==> src/design/ght_pkg.sv <==
// Shared widths, codes and types of the generational handle table.
package ght_pkg;

  // Fixed widths of the transaction fields.
  localparam int OBJ_W         = 32;
  localparam int TAG_W         = 32;
  localparam int HANDLE_W      = 42;
  localparam int COUNT_W       = 11;
  localparam int STATUS_W      = 3;
  localparam int MAX_SLOT_BITS = 16;

  // Operation codes on the input channel.
  localparam logic OP_ADD    = 1'b0;
  localparam logic OP_REMOVE = 1'b1;

  // Result status codes.
  typedef enum logic [STATUS_W-1:0] {
    ST_OK       = 3'd0,
    ST_FULL     = 3'd1,
    ST_OCCUPIED = 3'd2,
    ST_OBJECT   = 3'd3,
    ST_TAG      = 3'd4
  } status_t;

  // Command class decided by the front end.
  typedef enum logic [1:0] {
    CMD_ADD,
    CMD_ADD_NULL,
    CMD_REMOVE,
    CMD_REMOVE_NULL
  } cmd_kind_t;

  // Decoded command passed through the queue, fields already masked.
  typedef struct packed {
    cmd_kind_t                kind;
    logic [OBJ_W-1:0]         obj;
    logic [TAG_W-1:0]         tag;
    logic [MAX_SLOT_BITS-1:0] slot;
    logic [TAG_W-1:0]         htag;
  } cmd_t;

endpackage

==> src/design/ght_queue.sv <==
// Small command queue between the front end and the back end.
module ght_queue #(
  parameter int DEPTH = 2
) (
  input  logic          clk,
  input  logic          rst_n,
  input  logic          push,
  input  ght_pkg::cmd_t push_cmd,
  output logic          full,
  input  logic          pop,
  output logic          not_empty,
  output ght_pkg::cmd_t head_cmd
);

  localparam int PW = (DEPTH > 1) ? $clog2(DEPTH) : 1;
  localparam int FW = $clog2(DEPTH + 1);

  ght_pkg::cmd_t mem_r [DEPTH];
  logic [PW-1:0] wr_ptr_r, wr_ptr_nxt;
  logic [PW-1:0] rd_ptr_r, rd_ptr_nxt;
  logic [FW-1:0] fill_r, fill_nxt;

  assign full      = (fill_r == FW'(DEPTH));
  assign not_empty = (fill_r != '0);
  assign head_cmd  = mem_r[rd_ptr_r];

  // Pointer wrap and fill tracking.
  always_comb begin
    wr_ptr_nxt = wr_ptr_r;
    rd_ptr_nxt = rd_ptr_r;
    fill_nxt   = fill_r;
    if (push) begin
      wr_ptr_nxt = (wr_ptr_r == PW'(DEPTH - 1)) ? '0 : wr_ptr_r + PW'(1);
    end
    if (pop) begin
      rd_ptr_nxt = (rd_ptr_r == PW'(DEPTH - 1)) ? '0 : rd_ptr_r + PW'(1);
    end
    if (push && !pop) begin
      fill_nxt = fill_r + FW'(1);
    end else if (pop && !push) begin
      fill_nxt = fill_r - FW'(1);
    end
  end

  always_ff @(posedge clk) begin
    if (!rst_n) begin
      wr_ptr_r <= '0;
      rd_ptr_r <= '0;
      fill_r   <= '0;
    end else begin
      wr_ptr_r <= wr_ptr_nxt;
      rd_ptr_r <= rd_ptr_nxt;
      fill_r   <= fill_nxt;
    end
  end

  // Entry storage needs no reset.
  always_ff @(posedge clk) begin
    if (push) begin
      mem_r[wr_ptr_r] <= push_cmd;
    end
  end

endmodule

==> config.mk <==
export PLATFORM = sky130hd
export DESIGN_NAME = ght_queue
export DESIGN_NICKNAME = d
export VERILOG_FILES = /design/src/design/ght_pkg.sv /design/src/design/ght_queue.sv
export SDC_FILE = /design/constraint.sdc
export NUM_CORES = 1
export LEC_CHECK = 0
export BUFFER_PORTS_ARGS = -buffer_cell sky130_fd_sc_hd__buf_2
export CORE_MARGIN = 5
export CORE_UTILIZATION = 41
export CTS_BUF_LIST = sky130_fd_sc_hd__clkbuf_8
export DETAILED_ROUTE_END_ITERATION = 10
export SYNTH_ARGS = -nofsm -noshare
export SYNTH_HDL_FRONTEND = slang
export SYNTH_SLANG_ARGS = --single-unit
==> constraint.sdc <==
create_clock -name clk -period 7 [get_ports clk]
set_input_delay 0.35 -clock clk [delete_from_list [all_inputs] [get_ports clk]]
set_output_delay 0.35 -clock clk [all_outputs]
set_load 0.05 [all_outputs]
* Yosys cells after proc, flatten, opt, wreduce, memory -nomap -nowiden
Memory sizes are Yosys's and may differ from the RTL's. A register that Yosys moved wholly into a read port is not among the register bits.
Cells that the tools add are included.
** Word-level totals
- Register bits :: 4
- Latch bits :: 0
- Bits in writable memories :: 228
- Memory bits (read-only) :: 0
- Bits of input ports :: 118
- Output and inout port bits :: 116
- Word-level logic and storage cells :: 23
- Memories :: 1
** Memory list
- mem_r :: depth 2, bits a word 114, read ports 1, clocked after Yosys merged registers in 1, write ports 1, line ght_queue.sv:18 : ght_pkg::cmd_t mem_r [DEPTH];
** Cells by class
- Add/sub/neg operators :: 4
- Multipliers :: 0
- Div/mod/pow operators :: 0
- Magnitude comparators :: 0
- Equal/unequal tests :: 1
- Shift-type cells :: 0
- Multiplexer cells :: 8
- Bitwise logic cells :: 0
- Reductions and logical operators :: 6
** Operators by type and width (number)
- $mux 1 :: 6
- $mux 2 :: 2
- $reduce_bool 2->1 :: 2
- $add 1x1->1 const B :: 2
- $add 2x1->2 const B :: 1
- $eq 2x2->1 const B :: 1
- $logic_and 1x1->1 :: 2
- $logic_not 1->1 :: 2
- $sub 2x1->2 const B :: 1

* Longest topological paths before layout
- Depth in word-level cells :: 4
- Mapped depth :: 5

* Worst setup path before layout
No wires, ideal clock.
- Path kind :: reg-to-reg
- Start :: register wr_ptr_r
- End :: memory mem_r[0][0] (netlist bit) (enable)
- Data arrival time :: 5355 ps
- Path slack :: 1043 ps
- Cell stages (with the launch flop) :: 2
- Buffers on the path :: 0
- Period minus slack after synthesis :: 5957 ps
- Cells stage by stage :: dfxtp_1 > nor2b_1
** RTL lines
- from (decl) :: line ght_queue.sv:19 : logic [PW-1:0] wr_ptr_r, wr_ptr_nxt;
- from (signal assigned) :: line ght_queue.sv:51 : wr_ptr_r <= wr_ptr_nxt;
- to (decl) :: line ght_queue.sv:18
Straight into the memory's write port.

==> reports/qor.yml <==
clocking:
  clock_latency_ns: 0.51
  holdBufCountCts: 54
  cts_sinks: 233
  numCtsBuffers: 38
  postCtsSetupBuffers: 0
  cts_tree: "done"
  cts_resized: 0
  htreeDepth: 2
  clockBufferDepth: 3
  root_buffer: "clkbuf_8"
  clkSlewWorstSetupHoldPaths_ns: 0.06
timing:
  fmax_mhz: 294.5
  maxSlewHeadroom_pct: 24.91
  finalClockSkew_ns: 0.008933
  slew_violations: 0
  setup_tns_ns: 0
  period_minus_slack_ns: 3.395
  hold_violations: 0
  fin_crit_sh_pct: 48.50
  rsz0062_at_grt: "no"
  setup_viol: 0
  fin_worst_hold_slack_ns: 0.03762
  tightest_slew_ns: 1.126
finish:
  final_nets: 821
  layout-drive-gt1-share_pct: 55.23
  fin_cells: 1002
  syn_to_final_growth_pct: 30.94
floorplan:
  io_pins: 234
  initial_utilization_pct: 41.49
  die_h_um: 155.6
  die_w_um: 155.6
  core_sq_mm: 0.02096
  dieArea_sq_mm: 0.02422
  num_rows: 53
setup_path:
  slowest_stage: "buf_4"
  cp-end-kind: "primary output"
  crit_fanout: 64
  cp_cell_sequence: "buf_4, mux2_2, buf_2"
  r2r_cells: 2
  worstPathRequired_ns: 6.65
  r2r_slack_ns: 4.72
  rr_endpoint: "mem_r[1][10]"
  crit_arrival_ns: 3.05
  r2r_start: "wr_ptr_r"
  start_kind: "flop"
  crit_type: "reg -> out"
  critPathMaxStageDelay_ns: 0.96
min_path:
  whs_path_depth: 1
  min_from: "push_cmd[93]"
  hold_class: "in -> reg"
  min_to: "mem_r[1][93]"
yosys:
  yosys_warnings: 0
  yosysSeqAreaShare_pct: 79.90
  yosys.area.top_type_share_pct: 78.75
  synth_area_sq_mm: 0.008695
  synth_area_leaders: "edfxtp_1 79%, mux2_4 10%, mux2_2 7.0%, dfxtp_1 1.2%, buf_6 0.91%"
  yosys.cell_types.count: 19
  yosysTopAreaCell: "edfxtp_1"
  synth_nets: 496
  ys_seq_elements: 233
  syn-instance-count: 377
  syn_area_per_cell_sq_um: 23.06
detailed_routing:
  viasPerCell: 4.571
  drcViolationCount: 0
  postRouteAntennaNets: 0
  first_iter_violations: 208
  routed_wl_mm: 17.47
  firstDrtPassIters: 4
  wire_per_inst_um: 17.43
  vias: 4580
pwr:
  p_per_area_mw_per_mm2: 282.5
  p_leak_nw: 4.448
  finalPower_mw: 3.216
  peakVddDrop_mv: 0.1539
global_routing:
  grt_pass1_vias: 4981
  track_usage_pct: 13.84
  antenna_found_initial: 3
  grt_max_degree: 65
  grt_overflow: 0
  grt_pass1_wl_mm: 26.32
placement:
  numPortBuffers: 233
  dpl.cell_count: 876
  place.gp.congestion: 0.7536
  place_hpwl_mm: 11.19
flow_run:
  cap_violations: 0
run_status:
  status: "finished clean"
-- metal layers --
layer | GRT usage (%) | routed length, um
met5 | 0 | 21
met4 | 5.294 | 406
met3 | 4.938 | 1559
met2 | 22.31 | 8289
met1 | 17.28 | 7188
-- sequential cells by signal, indices dropped and copies added (netlist names), named ones only --
name      flops
mem_r       228
fill_r        2
rd_ptr_r      1
wr_ptr_r      1
-- kinds of logic after synthesis --
kind of cell / Yosys count / synth area share [%]
AOI/OAI and AO/OA: 3 / 0.2303
xor gates and xnor gates: 3 / 0.3023
adders and majority gates: 1 / 0.1439
buffers and inverters: 14 / 1.410
DFF: 233 / 79.90
muxes: 114 / 17.35
and+or+nand+nor: 9 / 0.6620
-- stage by stage --
step	setup WS [ns]	utilization, %	area, sq um
5_1_grt	3.430	54.33	11380
6_report	3.605	54.33	11380
3_3_place_gp	4.151	48.34	10130
3_5_place_dp	4.100	48.34	10130
4_1_cts	3.522	53.98	11310
2_1_floorplan	1.043	-	8695
-- final cells by class --
cell class              instances  area [sq um]
fillers                      1699          9570
repair buffers                298          1807
multi-input cells             130          1635
clock inverters                25         105.1
clock buffers                  39         536.8
well taps                     275         344.1
inverters                       1         3.754
diodes                          1         2.502
flip-flops and latches        233          6950
-- cell usage after synthesis --
master    count
o21a_1        1
edfxtp_1    228
xnor2_1       1
buf_6         7
inv_1         1
and2b_1       1
and2_1        4
a21boi_0      1
ha_1          1
xor2_1        2
mux2_4       60
buf_8         1
buf_2         5
nor2b_1       2
o21ai_0       1
or3_1         1
or2_2         1
mux2_2       54
dfxtp_1       5
-- report_power, final --
part	leakage [nW]	switching, mW	internal (mW)	total [mW]
Combinational	1.91	0.374	0.191	0.565
Sequential	2.18	0.0299	1.61	1.64
Clock	0.355	0.493	0.515	1.01
Total	4.45	0.896	2.32	3.22
-- cells in the final DEF, fill, tap and decap left out, drive strengths merged, types with 2 or more instances in the layout --
master / instances
xor2: 2
nor2b: 2
and2: 4
clkinv: 18
dlygate4sd3: 61
buf: 237
clkbuf: 39
inv: 7
mux2: 114
edfxtp: 228
dfxtp: 5
-- worst max-delay path by stage --
| stage | start | end | slack (ns) | cells after the start |
|---|---|---|---|---|
| global route | flop | head_cmd[10] | 3.43 | 3 |
| CTS | flop | head_cmd[3] | 3.52 | 3 |
| detailed placement | flop | head_cmd[3] | 4.10 | 3 |
| global placement | flop | head_cmd[98] | 4.15 | 3 |
| floorplan | wr_ptr_r | mem_r[0][0] | 1.04 | 1 |
| finish | flop | head_cmd[9] | 3.60 | 3 |
-- worst max-delay path: cells and delay by family, from the launching register on --
family | cells | cell delay [ns]
flops | 1 | 0.82
mux | 1 | 0.43
buf+inv | 2 | 1.17
Note: power is estimated with default switching activity, not from simulation.
