[src/design/ght_pkg.sv]
// Shared widths, codes and types of the generational handle table.
package ght_pkg;

  // Fixed widths of the transaction fields.
  localparam int OBJ_W         = 32;
  localparam int TAG_W         = 32;
  localparam int HANDLE_W      = 42;
  localparam int COUNT_W       = 11;
  localparam int STATUS_W      = 3;
  localparam int MAX_SLOT_BITS = 16;

  // Operation codes on the input channel.
  localparam logic OP_ADD    = 1'b0;
  localparam logic OP_REMOVE = 1'b1;

  // Result status codes.
  typedef enum logic [STATUS_W-1:0] {
    ST_OK       = 3'd0,
    ST_FULL     = 3'd1,
    ST_OCCUPIED = 3'd2,
    ST_OBJECT   = 3'd3,
    ST_TAG      = 3'd4
  } status_t;

  // Command class decided by the front end.
  typedef enum logic [1:0] {
    CMD_ADD,
    CMD_ADD_NULL,
    CMD_REMOVE,
    CMD_REMOVE_NULL
  } cmd_kind_t;

  // Decoded command passed through the queue, fields already masked.
  typedef struct packed {
    cmd_kind_t                kind;
    logic [OBJ_W-1:0]         obj;
    logic [TAG_W-1:0]         tag;
    logic [MAX_SLOT_BITS-1:0] slot;
    logic [TAG_W-1:0]         htag;
  } cmd_t;

endpackage

[src/design/ght_if.sv]
// Valid/ready channel interfaces for the request and result transactions.
interface ght_in_if;
  logic                       valid;
  logic                       ready;
  logic                       operation;
  logic [ght_pkg::OBJ_W-1:0]  object_ref;
  logic [ght_pkg::TAG_W-1:0]  new_tag;
  logic [ght_pkg::HANDLE_W-1:0] handle_in;

  modport source (output valid, operation, object_ref, new_tag, handle_in, input ready);
  modport sink (input valid, operation, object_ref, new_tag, handle_in, output ready);
endinterface


[src/design/ght_front.sv]
// Front end: accepts request transactions and classifies them into commands.
module ght_front #(
  parameter int SLOT_BITS   = 10,
  parameter int TAG_BITS    = 32,
  parameter int OBJECT_BITS = 32
) (
  ght_in_if.sink        in_ch,
  input  logic          clr_busy,
  input  logic          q_full,
  output logic          push,
  output ght_pkg::cmd_t push_cmd
);

  localparam int OBJ_SW = (OBJECT_BITS < ght_pkg::OBJ_W) ? OBJECT_BITS : ght_pkg::OBJ_W;

  logic [OBJ_SW-1:0]   obj_m;
  logic [TAG_BITS-1:0] tag_m;
  logic [TAG_BITS-1:0] htag_m;
  logic [SLOT_BITS-1:0] slot_m;

  // Take a transaction only when the table is initialized and the queue has room.
  assign in_ch.ready = !clr_busy && !q_full;
  assign push        = in_ch.valid && in_ch.ready;

  // Mask the fields to the configured widths.
  assign obj_m  = OBJ_SW'(in_ch.object_ref);
  assign tag_m  = TAG_BITS'(in_ch.new_tag);
  assign slot_m = SLOT_BITS'(in_ch.handle_in);
  assign htag_m = TAG_BITS'(in_ch.handle_in >> SLOT_BITS);

  // Classify the request; a zero object can never succeed.
  always_comb begin
    push_cmd.obj  = ght_pkg::OBJ_W'(obj_m);
    push_cmd.tag  = ght_pkg::TAG_W'(tag_m);
    push_cmd.slot = ght_pkg::MAX_SLOT_BITS'(slot_m);
    push_cmd.htag = ght_pkg::TAG_W'(htag_m);
    if (in_ch.operation == ght_pkg::OP_ADD) begin
      push_cmd.kind = (obj_m == '0) ? ght_pkg::CMD_ADD_NULL : ght_pkg::CMD_ADD;
    end else begin
      push_cmd.kind = (obj_m == '0) ? ght_pkg::CMD_REMOVE_NULL : ght_pkg::CMD_REMOVE;
    end
  end

endmodule

[src/flat_wrapper.sv]
// flat-port wrapper written by rule: the top's interface ports become plain ports
module ght_front_flat 
#(
  parameter int SLOT_BITS   = 10,
  parameter int TAG_BITS    = 32,
  parameter int OBJECT_BITS = 32
)
  (clr_busy, q_full, push, push_cmd, in_ch_valid, in_ch_operation, in_ch_object_ref, in_ch_new_tag, in_ch_handle_in, in_ch_ready);
  ght_in_if in_ch_i ();
  input  logic clr_busy;
  input  logic q_full;
  output logic push;
  output ght_pkg::cmd_t push_cmd;
  input wire logic [$bits(in_ch_i.valid)-1:0] in_ch_valid;
  input wire logic [$bits(in_ch_i.operation)-1:0] in_ch_operation;
  input wire logic [$bits(in_ch_i.object_ref)-1:0] in_ch_object_ref;
  input wire logic [$bits(in_ch_i.new_tag)-1:0] in_ch_new_tag;
  input wire logic [$bits(in_ch_i.handle_in)-1:0] in_ch_handle_in;
  output wire logic [$bits(in_ch_i.ready)-1:0] in_ch_ready;
  assign in_ch_i.valid = in_ch_valid;
  assign in_ch_i.operation = in_ch_operation;
  assign in_ch_i.object_ref = in_ch_object_ref;
  assign in_ch_i.new_tag = in_ch_new_tag;
  assign in_ch_i.handle_in = in_ch_handle_in;
  assign in_ch_ready = in_ch_i.ready;
  ght_front #(.SLOT_BITS(SLOT_BITS), .TAG_BITS(TAG_BITS), .OBJECT_BITS(OBJECT_BITS)) u_core (.in_ch(in_ch_i), .clr_busy(clr_busy), .q_full(q_full), .push(push), .push_cmd(push_cmd));
endmodule
[config.mk]
export PLATFORM = sky130hd
export DESIGN_NAME = ght_front_flat
export DESIGN_NICKNAME = d
export VERILOG_FILES = /design/src/design/ght_pkg.sv /design/src/design/ght_if.sv /design/src/design/ght_front.sv /design/src/flat_wrapper.sv
export SDC_FILE = /design/constraint.sdc
export NUM_CORES = 1
export LEC_CHECK = 0
export ABC_CLOCK_PERIOD_IN_PS = 2200
export BUFFER_PORTS_ARGS = -buffer_cell sky130_fd_sc_hd__buf_2
export CORE_AREA = 4 4 85 87
export DETAILED_ROUTE_END_ITERATION = 7
export DIE_AREA = 0 0 89 91
export GPL_ROUTABILITY_DRIVEN = 0
export GPL_TIMING_DRIVEN = 0
export PLACE_DENSITY = 0.53
export SETUP_SLACK_MARGIN = 0.5
export SLEW_MARGIN = 40
export SYNTH_ARGS = -nofsm -noshare
export SYNTH_HDL_FRONTEND = slang
export SYNTH_SLANG_ARGS = --single-unit
[constraint.sdc]
create_clock -name vclk -period 2.2
set_input_delay 0.44 -clock vclk [all_inputs]
set_output_delay 0.44 -clock vclk [all_outputs]
set_load 0.03 [all_outputs]
After elaboration in Yosys (flattened, before gate mapping):

Index checks and enable logic that the tools add are counted.

* bits in registers: 0
* latch bits: 0
* bits in writable memories: 0
* memory bits (read-only): 0
* input port bits: 110
* output and inout port bits: 116
* logic and storage cells: 8
* memories: 0

* $add $sub $neg: 0
* $mul: 0
* div/mod/pow operators: 0
* $lt $le $gt $ge: 0
* equality and inequality tests: 0
* shift-type cells: 0
* muxes and demuxes: 3
* bitwise logic cells: 0
* reduce and logical (&&, ||, !) cells: 5

Operator list (count)
* $logic_not 32->1: 1
* $logic_and 1x1->1: 2
* $logic_not 1->1: 2
* $mux 1: 2
* $mux 2: 1

Depth between registers and ports, before layout:

Gate-level depths: netlist (run 1).

* word-level depth: 3
* depth in mapped cells: 3
* depth with buffers taken out: 3

Worst setup path before layout (run 1):

No wires, ideal clock.

* kind: input to output
* start: input q_full
* end: output push
* arrival: 1260 ps
* data required time: 1760 ps
* setup slack: 500 ps
* cell stages on the path: 2
* buffers on the path: 0
* path through: nor2_1 and2_1

* word-level cells in the longest chain between the ends: 3

RTL lines
* from (decl): line flat_wrapper.sv:11 `input logic q_full;`
* $logic_not 1->1: line ght_front.sv:22 `assign in_ch.ready = !clr_busy && !q_full;`
* $logic_and 1x1->1: line ght_front.sv:22
* $logic_and 1x1->1: line ght_front.sv:23 `assign push = in_ch.valid && in_ch.ready;`
* to (decl): line flat_wrapper.sv:12 `output logic push;`

Every way passes these cells.

==> impl_metrics.py, run 1 <==
metrics = {
    "placement": {
        "place_hpwl_um": 4010,
        "port_buffers": 145,
    },
    "timing": {
        "hold_ws_ns": 1.13,
        "fmax_ghz": 0.592,
        "final_max_slew_viol_count": 0,
        "post-route-period-util_pct": 76.8,
        "setup_viol": 0,
        "setup_tns_ns": 0,
        "fin_crit_ns": 1.69,
        "hold_viol": 0,
        "rsz0062_at_grt": "yes",
    },
    "power_and_ir_drop": {
        "clkPwrFrac_pct": 0,
        "irDropWorstVdd_mv": 0.132,
        "swShare_pct": 58.5,
        "p_comb_share_pct": 100.0,
        "total_power_mw": 0.548,
        "powerDensity_mw_per_mm2": 291,
        "p_switching_mw": 0.321,
        "leakagePower_nw": 1.17,
        "p_seq_share_pct": 0,
        "p_int_mw": 0.227,
    },
    "cells_and_area": {
        "clockBufferCount": 0,
        "final_util_pct": 29.7,
        "syn_to_final_growth_pct": 102,
        "regArea_um2": 0,
        "multi_input_area_um2": 178,
        "fin_nets": 389,
        "design.seq.count": 0,
        "fill_cells": 675,
        "drive_above_1_share_pct": 96.4,
    },
    "route": {
        "drc": 0,
        "drt-pass1-iter-count": 2,
        "drt_wl_total_um": 4270,
        "antenna_left": 0,
        "drt-initial-drc-count": 1,
        "vias_per_cell": 3.45,
        "avgRoutedWirePerCell_um": 12.0,
        "vias": 1223,
    },
    "floorplan": {
        "die_x_um": 89,
        "die_h_um": 91,
        "core_mm2": 0.00635,
        "die-area_mm2": 0.00810,
        "pin_count": 226,
        "start_util_pct": 14.7,
        "rows": 29,
    },
    "synth": {
        "synth.avg_cell_area_um2": 7.36,
        "synthesis.area_um2": 935,
        "yosys_warnings": 0,
        "yosysTopAreaCellShare_pct": 90.8,
        "ys_seq_area_share_pct": 0,
        "synth_area_leaders": "buf_4 91%, nor4_1 4.7%, nand4_1 1.3%, nor4_2 1.3%, nor2_1 0.80%",
        "yosysUniqueCellTypes": 7,
        "yosysTopAreaCell": "buf_4",
        "synth_cells": 127,
    },
    "grt": {
        "first_global_vias": 1216,
        "track_usage_pct": 8.52,
        "gr-total-overflow": 0,
        "grt_pass1_wl_um": 5600,
        "antenna_found_initial": 1,
        "grt_max_degree": 3,
    },
    "min_path": {
        "whs_path_depth": 2,
        "holdPathEnd": "push_cmd[18]",
        "min_path_type": "input pin to output pin",
        "min-delay-start": "in_ch_handle_in[28]",
    },
    "clocking": {
        "hold_buffers": 0,
    },
    "run_status": {
        "outcome": "complete, no violations",
    },
    "setup_path": {
        "cp_data_arrival_time_ns": 1.25,
        "worstSetupPathType": "input pin to output pin",
        "endpoint_kind": "output pin",
        "start_kind": "input pin",
        "crit_required_ns": 1.76,
        "critPathMaxFanout": 2,
    },
    "job": {
        "maxCapViolations": 0,
    },
}
==> worst max-delay path by stage <==
stage,start,endpoint,slack [ns],cells past startpoint
3_5_place_dp,in_ch_object_ref[0],push_cmd[112],0.31,5
3_3_place_gp,in_ch_object_ref[9],push_cmd[112],0.30,5
2_1_floorplan,in_ch_object_ref[24],push_cmd[112],0.53,3
5_1_grt,in_ch_object_ref[24],push_cmd[112],0.44,5
4_1_cts,in_ch_object_ref[2],push_cmd[112],0.49,5
6_report,in_ch_object_ref[24],push_cmd[112],0.51,5
==> final cells by class <==
type | count | share of cell area (%)
antenna | 1 | 0.133
tap | 77 | 5.11
timing repair buffer | 145 | 40.3
multi-input combinational | 19 | 9.42
buffer | 113 | 45.0
==> worst max-delay path: stages <==
cell and delay [ns]:
buf_2 0.12, nor4_4 0.28, nand4_1 0.12, nor2_1 0.11
buf_4 0.16
==> synth_stat cells <==
cell type  count
nor2_1         2
conb_1         1
nor4_1         7
buf_4        113
nor4_2         1
nand4_1        2
and2_1         1
==> power by group through the flow <==
stage	clock (mW)	combinational (mW)	sequential, mW
finish	0.0000000608	0.548	0
global route	0.0000000607	0.579	0
CTS	0	0.548	0
detailed placement	0	0.534	0
global placement	0	0.533	0
floorplan	0	0.393	0
==> stage by stage <==
step	instance area, um^2	worst slack [ns]	std cells
finish	1890	0.511	355
global route	1890	0.445	355
CTS	1850	0.494	354
detailed placement	1780	0.311	354
global placement	1780	0.299	354
floorplan	956	0.529	132
==> per-layer routing <==
layer  GRT usage [%]  wire length [um]  share of wire [%]  vias up
li1                -                 -                  -      585
met1            6.39               902                 21      506
met2            19.2              2390                 56      132
met3            3.80               977                 23        0
met4               0                 0                  0        0
met5               0                 0                  0        -
==> cells in the final DEF, fill, tap and decap left out <==
master and instances:
buf_4 114, nand4_1 2, buf_6 2, nor2_1 1, nor2_2 1, buf_2 140
nor4_2 5, nor4_4 3, diode_2 1, buf_8 2, conb_1 6, and2_1 1
==> kinds of logic (layout without fill, tap and decap cells) <==
kind of cell           after synthesis  in the layout  synth area share [%]
buffers and inverters              113            258                  90.8
other                                1              7                 0.401
AND/OR/NAND/NOR                     13             13                  8.84
==> what timing repair did <==
action | in CTS | in global routing
pin swaps | 4 | 3
resized for setup | 15 | 6
buffers inserted | 0 | 0
endpoints found under the setup margin | 1 | 1
No activity file was read; power rests on OpenSTA's default activity.
==> run 2, diff against run 1 <==
--- a/config.mk
+++ b/config.mk
@@ -5,14 +5,15 @@
 export SDC_FILE = /design/constraint.sdc
 export NUM_CORES = 1
 export LEC_CHECK = 0
-export ABC_CLOCK_PERIOD_IN_PS = 2200
+export ABC_AREA = 1
+export ABC_CLOCK_PERIOD_IN_PS = 1400
 export BUFFER_PORTS_ARGS = -buffer_cell sky130_fd_sc_hd__buf_2
 export CORE_AREA = 4 4 85 87
 export DETAILED_ROUTE_END_ITERATION = 7
 export DIE_AREA = 0 0 89 91
 export GPL_ROUTABILITY_DRIVEN = 0
 export GPL_TIMING_DRIVEN = 0
-export PLACE_DENSITY = 0.53
+export PLACE_DENSITY = 0.56
 export SETUP_SLACK_MARGIN = 0.5
 export SLEW_MARGIN = 40
 export SYNTH_ARGS = -nofsm -noshare
==> constraint.sdc (replaced) <==
create_clock -name vclk -period 1.4
set_input_delay 0.28 -clock vclk [all_inputs]
set_output_delay 0.28 -clock vclk [all_outputs]
set_load 0.03 [all_outputs]
==> run 2 against run 1 <==
  * Core utilization up 9.6 points
  * Non-clock buffer count up 1
  * Count of clock-buffer cells in the layout unchanged
  * First-iteration DRC count rose to 3.0 times the previous value
  * Combinational power up 90%
  * Total power up 90%
  * Cell count up 5.6%
  * Wire length up 0.45%
  * Critical path depth up 2
  * Critical endpoint unchanged
  * Via count up 4.1%
  * Flip-flop and latch count unchanged
==> impl_metrics.py, run 2 <==
metrics = {
    "run_status": {
        "outcome": "complete, no violations",
    },
    "synth": {
        "synth_common_cells": "113 x buf_4, 22 x nor2_1, 10 x nand2_1, 1 x conb_1, 1 x nor3b_1",
        "synthesis.area_um2": 980,
        "synth_top_family_by_area": "buffers and inverters",
        "ys_seq_area_share_pct": 0,
        "yosysTopAreaCellShare_pct": 86.6,
        "synthSimpleGateAreaFrac_pct": 13.0,
        "synth_compound_area_share_pct": 0,
        "synth_xor_area_share_pct": 0,
        "yosys_warnings": 0,
        "yosysTopAreaCell": "buf_4",
        "muxShareOfSynthArea_pct": 0,
        "synth_area_leaders": "buf_4 87%, nor2_1 8.4%, nand2_1 3.8%, nor3b_1 0.77%, conb_1 0.38%",
        "synth.avg_cell_area_um2": 6.66,
        "synth_cells": 147,
        "yosysMostFrequentCell": "buf_4",
        "yosys.area_share.adder_pct": 0,
        "yosysUniqueCellTypes": 5,
    },
    "route": {
        "drt_wl_total_um": 4290,
        "drt-pass1-iter-count": 2,
        "avgRoutedWirePerCell_um": 11.4,
        "antenna_left": 0,
        "vias_per_cell": 3.39,
        "drc": 0,
        "drt-initial-drc-count": 3,
        "vias": 1273,
    },
    "cells_and_area": {
        "post_layout_nonfiller_instances": 375,
        "design.seq.count": 0,
        "layout_commonest_cell": "buf_6",
        "drive_above_1_share_pct": 95.3,
        "num_antenna_cells": 0,
        "syn_to_final_growth_pct": 155,
        "final_cell_mix": "96 x buf_6, 84 x buf_4, 76 x buf_2, 9 x nor2_2, 9 x nor2_4",
        "regArea_um2": 0,
        "final_util_pct": 39.3,
        "fin_nets": 410,
        "clockBufferCount": 0,
    },
    "timing": {
        "post-route-period-util_pct": 89.6,
        "fmax_ghz": 0.798,
        "hold_viol": 0,
        "final_max_slew_viol_count": 0,
        "setup_viol": 0,
        "rsz0062_at_grt": "yes",
        "setup_tns_ns": 0,
        "setup_slack_ns": 0.146,
        "fin_crit_ns": 1.25,
    },
    "grt": {
        "antenna_found_initial": 0,
        "grt_pass1_wl_um": 5530,
        "gr-total-overflow": 0,
        "grt_max_degree": 3,
        "first_global_vias": 1269,
        "track_usage_pct": 8.18,
    },
    "setup_path": {
        "critPathMaxFanout": 2,
        "cp_data_arrival_time_ns": 0.97,
        "crit_required_ns": 1.12,
        "endpoint_kind": "output pin",
        "start_kind": "input pin",
        "worstSetupPathType": "input pin to output pin",
    },
    "power_and_ir_drop": {
        "leakagePower_nw": 1.38,
        "irDropWorstVdd_mv": 0.222,
        "powerDensity_mw_per_mm2": 417,
    },
    "floorplan": {
        "die_x_um": 89,
        "start_util_pct": 15.4,
        "die_h_um": 91,
        "die-area_mm2": 0.00810,
        "pin_count": 226,
        "core_mm2": 0.00635,
        "rows": 29,
    },
    "placement": {
        "place_ws_ns": -0.0265,
        "placed_cells": 374,
        "port_buffers": 145,
    },
    "job": {
        "maxCapViolations": 0,
    },
    "min_path": {
        "min_path_type": "input pin to output pin",
    },
}
==> run 2: cell families (layout without fill, tap and decap cells) <==
family	Yosys count	in the layout
simple gates	33	33
buf+inv	113	259
other cells	1	6
==> run 2: final cells by class <==
class,count,area (um^2)
fill,637,3860
timing repair buffer,146,1170
buffer,113,965
multi-input combinational,39,260
tap,77,96.3
==> run 2: worst max-delay path, cell delays in order <==
cell and delay [ns]:
buf_6 0.10, nor2_2 0.12, nand2_2 0.08, nor2_4 0.09, nand2_2 0.08, nor2_4 0.10
buf_6 0.13
==> run 2: per-stage QoR <==
stage	area [um^2]	hold WS (ns)	total power [mW]
floorplan	1040	0.619	0.630
global placement	1860	0.812	0.847
detailed placement	1860	0.812	0.850
CTS	2360	0.797	1.01
global route	2490	0.798	1.09
finish	2490	0.795	1.04
==> run 2: worst paths after layout <==
check             slack (ns)                 from            end  cells after the start
setup / recovery        0.15  in_ch_object_ref[7]  push_cmd[112]                      7
hold / removal          0.79             clr_busy    in_ch_ready                      3
==> run 2: timing repair <==
item	4_1_cts	5_1_grt
setup endpoints to repair	35	15
hold endpoints to repair	0	0
gates resized for setup	134	32
pin swaps	15	15
setup buffers	0	1
hold buffers	0	0
==> run 2: report_power, final <==
| part | total, mW | switching [mW] | internal [mW] |
|---|---|---|---|
| combinational | 1.04 | 0.530 | 0.509 |
| clock | 0 | 0 | 0 |
| sequential | 0 | 0 | 0 |
| total | 1.04 | 0.530 | 0.509 |
==> run 2: metal layers <==
metal	vias to the layer above	GRT usage, %	routed length, um
li1	626	-	-
met1	536	6.93	1000
met2	109	19.4	2670
met3	2	0.724	595
met4	0	0.372	23
met5	-	0	0
==> run 3, diff against run 2 <==
--- a/config.mk
+++ b/config.mk
@@ -14,6 +14,7 @@
 export GPL_ROUTABILITY_DRIVEN = 0
 export GPL_TIMING_DRIVEN = 0
 export PLACE_DENSITY = 0.56
+export RECOVER_POWER = 50
 export SETUP_SLACK_MARGIN = 0.5
 export SLEW_MARGIN = 40
 export SYNTH_ARGS = -nofsm -noshare
==> run 3 against run 2 <==
  * Cell area fell by 2.8%
  * Core utilization fell by 1.1 points
  * Die area did not move
  * Flip-flop and latch count did not move
  * Maximum frequency barely moved
  * Combinational power barely moved
  * Count of clock-buffer cells in the layout did not move
  * Critical path depth did not move
  * Global-route usage did not move
  * First-iteration DRC count did not move
  * Cell count did not move
  * Critical endpoint unchanged
  * Highest routed layer unchanged
==> impl_metrics.py, run 3 (synthesized netlist as in run 2, its figures left out) <==
metrics = {
    "min_path": {
        "min_path_type": "input pin to output pin",
        "whs_path_depth": 3,
        "min-delay-start": "clr_busy",
        "holdPathEnd": "in_ch_ready",
    },
    "grt": {
        "first_global_vias": 1269,
        "track_usage_pct": 8.18,
        "grt_pass1_wl_um": 5530,
        "antenna_found_initial": 0,
        "grt_max_degree": 3,
        "gr-total-overflow": 0,
    },
    "route": {
        "vias": 1275,
        "avgRoutedWirePerCell_um": 11.5,
        "drc": 0,
        "drt-initial-drc-count": 3,
        "vias_per_cell": 3.40,
        "drt-pass1-iter-count": 2,
        "antenna_left": 0,
        "drt_wl_total_um": 4300,
    },
    "setup_path": {
        "crit_required_ns": 1.12,
        "endpoint_kind": "output pin",
        "worstSetupPathType": "input pin to output pin",
        "crit_family": "simple AND/OR/NAND/NOR gates",
        "cp_cell_sequence": "buf_6 > nor2_2 > nand2_2 > nor2_4 > nand2_2 > nor2_4 > buf_6",
        "critPathMaxFanout": 2,
        "cp_data_arrival_time_ns": 0.97,
        "start_kind": "input pin",
        "crit_start": "in_ch_object_ref[7]",
        "critPathSlowestCell": "buf_6",
        "slowest_delay_ns": 0.13,
        "path_buf_inv": 2,
    },
    "cells_and_area": {
        "final_cell_mix": "96 x buf_6, 84 x buf_4, 55 x clkbuf_1, 21 x buf_2",
        "design.seq.count": 0,
        "drive_above_1_share_pct": 76.8,
        "fin_nets": 410,
        "regArea_um2": 0,
        "syn_to_final_growth_pct": 148,
        "fill_cells": 671,
        "num_antenna_cells": 0,
        "layout_commonest_cell": "buf_6",
        "clockBufferCount": 0,
    },
    "job": {
        "maxCapViolations": 0,
    },
    "power_and_ir_drop": {
        "irDropWorstVdd_mv": 0.213,
        "leakagePower_nw": 1.23,
        "powerDensity_mw_per_mm2": 420,
        "total_power_mw": 1.02,
    },
    "clocking": {
        "hold_buffers": 0,
    },
    "run_status": {
        "outcome": "complete, no violations",
    },
    "placement": {
        "port_buffers": 145,
        "place_ws_ns": -0.0265,
    },
    "timing": {
        "setup_slack_ns": 0.146,
        "rsz0062_at_grt": "yes",
        "hold_viol": 0,
        "fin_crit_ns": 1.25,
        "final_max_slew_viol_count": 0,
        "setup_viol": 0,
        "fmax_ghz": 0.798,
        "hold_ws_ns": 0.795,
        "post-route-period-util_pct": 89.5,
    },
    "floorplan": {
        "pin_count": 226,
        "core_mm2": 0.00635,
        "rows": 29,
        "die_h_um": 91,
        "die-area_mm2": 0.00810,
        "start_util_pct": 15.4,
        "die_x_um": 89,
    },
}
run 3: how the worst max path moves through the flow:
stage / cells after the start / endpoint
2_1_floorplan: 5 / push_cmd[112]
3_3_place_gp: 7 / push_cmd[112]
3_5_place_dp: 7 / push_cmd[112]
4_1_cts: 7 / push_cmd[112]
5_1_grt: 7 / push_cmd[112]
6_report: 7 / push_cmd[112]
run 3: timing repair:
action,4_1_cts,5_1_grt
setup endpoints to repair,35,15
gates resized for setup,134,32
buffers inserted,0,1
pin swaps,15,15
run 3: area by class of cell:
class	count	area, um^2	area share, %
tap	77	96.3	3.97
buffer	113	965	39.8
multi-input combinational	39	260	10.7
timing repair buffer	146	1100	45.5
run 3: where the power goes:
part / leakage, nW / switching [mW] / total, mW / internal [mW]
Combinational: 1.23 / 0.533 / 1.02 / 0.485
Clock: 0 / 0 / 0 / 0
Sequential: 0 / 0 / 0 / 0
run 3: metal layers:
layer	wire (um)	GRT usage, %	vias to the layer above
met5	0	0	-
li1	-	-	626
met4	23	0.372	0
met1	1030	6.93	538
met2	2660	19.4	109
met3	591	0.724	2
run 3: metrics by stage:
step	area [um^2]	util, %	instances	TNS, ns
final	2420	38.2	375	0
after global routing	2420	38.2	375	0
after CTS	2360	37.2	374	0
after detailed placement	1860	29.3	374	-0.0265
after global placement	1860	29.3	374	-0.0164
after floorplan	1040	-	152	0
